## src/design/stgr_ram.sv

```systemverilog
// generic single write port, single read port RAM with registered read
// no dependencies
module stgr_ram #(
    parameter int WIDTH = 8,
    parameter int DEPTH = 256
) (
    input  logic                     clk,
    input  logic                     wr_en,
    input  logic [$clog2(DEPTH)-1:0] wr_addr,
    input  logic [WIDTH-1:0]         wr_data,
    input  logic [$clog2(DEPTH)-1:0] rd_addr,
    output logic [WIDTH-1:0]         rd_data
);

    logic [WIDTH-1:0] mem [DEPTH];

    always_ff @(posedge clk)
    begin
        if (wr_en)
        begin
            mem[wr_addr] <= wr_data;
        end
        rd_data <= mem[rd_addr];
    end

endmodule

```

## config.mk

```make
export PLATFORM = sky130hd
export DESIGN_NAME = stgr_ram
export DESIGN_NICKNAME = d
export VERILOG_FILES = /design/src/design/stgr_ram.sv
export SDC_FILE = /design/constraint.sdc
export NUM_CORES = 2
export LEC_CHECK = 0
export BUFFER_PORTS_ARGS = -buffer_cell sky130_fd_sc_hd__buf_2
export CAP_MARGIN = 20
export CORE_MARGIN = 4
export CORE_UTILIZATION = 40
export CTS_CLUSTER_DIAMETER = 30
export DETAILED_ROUTE_END_ITERATION = 8
export PLACE_DENSITY = 0.64
export SETUP_SLACK_MARGIN = 0.02
export SYNTH_ARGS = -nofsm -noshare
export SYNTH_HDL_FRONTEND = slang
export SYNTH_SLANG_ARGS = --single-unit
```

## constraint.sdc

```tcl
create_clock -name clk -period 2.6 [get_ports clk]
set_input_delay 0.26 -clock clk [delete_from_list [all_inputs] [get_ports clk]]
set_output_delay 0.26 -clock clk [all_outputs]
set_load 0.02 [all_outputs]
```

==> impl_results.md <==
- Postcts setup bufs: 0
- Layout cells sized above 1: 0.371
- Die area: 206000 µm²
- Post-synth net total: 3759
- Relative slew slack: 0.463
- Top post-synthesis cells by area: edfxtp_1 77%, mux4_2 13%, mux2i_1 1.7%, nor2_1 1.3%, a22oi_1 1.3%
- Hold WC Path Type: input port to register
- Final worst slack: 0.138 ns
- Area leader, netlist: edfxtp_1
- Critical path data required time: 3.38 ns
- Crit start category: register
- Via Count: 42400
- YS warnings: 0
- Crit path DAT: between 3 and 4 ns
- Crit Path Class: register to register
- Worst-path clk slew: 0.05 ns
- Syn Area/Cell: 21.3 µm²
- CTS root buf: clkbuf_16
- Max VDD drop: 723 µV
- Main synth FF type: edfxtp_1
- Slew Viols, Final: 0
- Placed cell areas: 87900 µm²
- Max Fanout on Critical Path: 1
- Leak: 33.4 nW
- Switching share of total power: 0.213
- Post-layout net count: 4653
- Synth cell types: 55
- Clk pwr share: 0.543
- Starting DRT DRC Count: 5143
- Core area: slightly below 200000 µm²
- Leading cell type in the layout, fill and taps excluded: edfxtp_1
- Synthesis-to-layout area growth: 26.6%
- Post-route ant nets: 0
- Fillers: 15300
- Crit end category: register
- Max Cap Viol: 0
- Number of global-route vias before repair: 43100
- Post-synthesis cell area: 79600 µm²
- Slew at the pin closest to its max-slew limit: 0.805 ns
- CTS Buf Count: 379
- CP most frequent cell: buf_4
- First-pass GRT wire length: between 300 and 400 mm
- Async set or reset register ratio after synthesis: 0
- Max Fclk: ~410 MHz
- I/O Buffers: 33
- Power per cell area: slightly below 900 nW/µm²
- Share of the synthesized area in the top cell type: 0.773
- Delay of the slowest critical-path stage: 0.74 ns
- Max clock buf depth: 4
- Fin area: 101000 µm²
- Combinational Power Share: 0.044
- All-Layer GR Usage: 0.201
- Crit-path slowest cell: nor4_1
- Initial Util: 0.403
- Post-place setup slack: -0.726 ns
- Setup repair after global routing missed its margin: no
- Final Hold Viols: 0
- Final core occ: 0.509
- Status: finished, final reports clean
- I/O pins: 34
- Seq pwr share: 0.414
- Drt first pass iters: 5
- Initial antenna violation count: 11
- Cells after Synth: roughly 3700
- Setup-failing EPs final: 0
- Most frequent cells in the layout: 2048 x edfxtp_1, 630 x buf_4, 454 x mux4_2
- GP Congestion: 0.869
- Clk Latency, worst-skew pair: 0.91 ns
- Post-synthesis register bit count: 2056
- Sequential fraction of the synthesis area: 0.775
- Die Y: 454 µm
- H-tree Lvls: 5
- Clock tree sinks: 2056
- Gr ovfl total: 0
- Largest net degree at the start of global routing: approximately 110
- CTS tree: built
- Per-cell routed wire length: 27.3 µm
- HPWL after detailed placement: 131 mm
- Period utilisation layout: 0.947
- Site Rows: 163
- DRC violations left: 0
- Crit path cell chain: mux4_2, o211ai_1, buf_4, nand3_1, nor4_1, buf_4, nor4_2
- Clk_skew: 0.0597 ns
- Number of synthesized flops with an enable pin: 2048
- Final WL: ~210 mm
- Period minus WS final: roughly 2.5 ns
- Die extent in x: between 400 and 500 µm
- Pint: between 60 and 70 mW
- NetSw: 18.8 mW
- Vias per cell: ~5.6
-- metal layers --
layer | GRT usage | up-vias | routed length [µm]
met2 | 0.319 | 2133 | 99700
met5 | 0 | - | 0
met1 | 0.276 | 22200 | 81600
met3 | 0.0413 | 421 | 17900
met4 | 0.0725 | 0 | 7190
li1 | - | 17700 | -
-- stage by stage --
stage / power (mW) / setup TNS (ns) / hold slack [ns] / instances
floorplan: 39.1 / 0 / 0.359 / 3733
global placement: 41.1 / -3.39 / 0.713 / 6876
detailed placement: 41.2 / -3.36 / 0.727 / 6876
CTS: 89.3 / 0 / 0.0170 / 7566
global route: 91.3 / 0 / 0.0538 / 7568
finish: 88.7 / 0 / 0.0687 / 7572
-- synth_stat cells, types with 10 or more instances --
| master | count |
|---|---|
| buf_2 | 31 |
| o211ai_1 | 10 |
| nand4_1 | 10 |
| mux2i_1 | 134 |
| a22oi_1 | 133 |
| clkbuf_1 | 111 |
| mux4_2 | 454 |
| nand3_1 | 34 |
| nor2_1 | 282 |
| a21oi_1 | 96 |
| nor4_1 | 24 |
| buf_6 | 21 |
| nor3_1 | 22 |
| o22ai_1 | 28 |
| buf_1 | 22 |
| a221oi_1 | 13 |
| nor2b_1 | 31 |
| buf_4 | 27 |
| a211oi_1 | 16 |
| nand2_1 | 33 |
| o21ai_0 | 10 |
| buf_8 | 13 |
| edfxtp_1 | 2048 |
| o221ai_1 | 46 |
-- area by class of cell --
class                      instances  area [µm²]  share of cell area
antenna                            6        15.0            0.000149
clock inverter                   267        2870              0.0285
timing repair buffer             746        6570              0.0652
clock buffer                     413        9760              0.0969
inverter                           2        7.51           0.0000746
multi-input combinational       1442       16500               0.164
sequential                      2056       61700               0.612
tap                             2640        3300              0.0328
-- path summary, 6_finish.rpt --
| check | startpoint | to | slack [ns] | cells past startpoint |
|---|---|---|---|---|
| worst max-delay path | mem[48][2] | rd_data[2] | 0.14 | 7 |
| worst min-delay path | wr_data[1] | mem[212][1] | 0.07 | 1 |
| worst max register to register | mem[48][2] | rd_data[2] | 0.14 | 7 |
| worst min register to register | mem[40][3] | rd_data[3] | 1.08 | 7 |
-- sequential cells by signal (all words and copies together), names as in the netlist --
name,flops
rd_data,8
mem,2048
-- repair_timing --
item	in CTS	in global routing
endpoints found under the hold margin	442	0
endpoints found under the setup margin	3	1
gates resized for setup	3	1
hold buffers	10	0
gates cloned	0	0
-- critical path: cells and delay by family (launching register included) --
family	cells	cell delay [ns]
compound gates	1	0.18
buf+inv	2	0.38
flops	1	0.36
mux	1	0.47
simple gates	3	0.98
-- cells by family (layout without fill, tap and decap cells) --
| group | count (synthesis) | in the layout | synth area share |
|---|---|---|---|
| flip-flops | 2056 | 2056 | 0.775 |
| multiplexers | 591 | 591 | 0.146 |
| AND/OR/NAND/NOR | 466 | 466 | 0.0263 |
| AO/OA/AOI/OAI | 385 | 385 | 0.0342 |
| buffers and inverters | 235 | 1428 | 0.0183 |
| other | 0 | 6 | 0 |
-- power groups by stage --
stage | Sequential, mW | Combinational (mW) | Clock [mW]
2_1_floorplan | 37.3 | 1.77 | 0
3_3_place_gp | 37.3 | 3.81 | 0
3_5_place_dp | 37.3 | 3.85 | 0
4_1_cts | 36.7 | 3.88 | 48.7
5_1_grt | 36.6 | 4.08 | 50.5
6_report | 36.7 | 3.86 | 48.1
(Power assumes the default switching activity.)
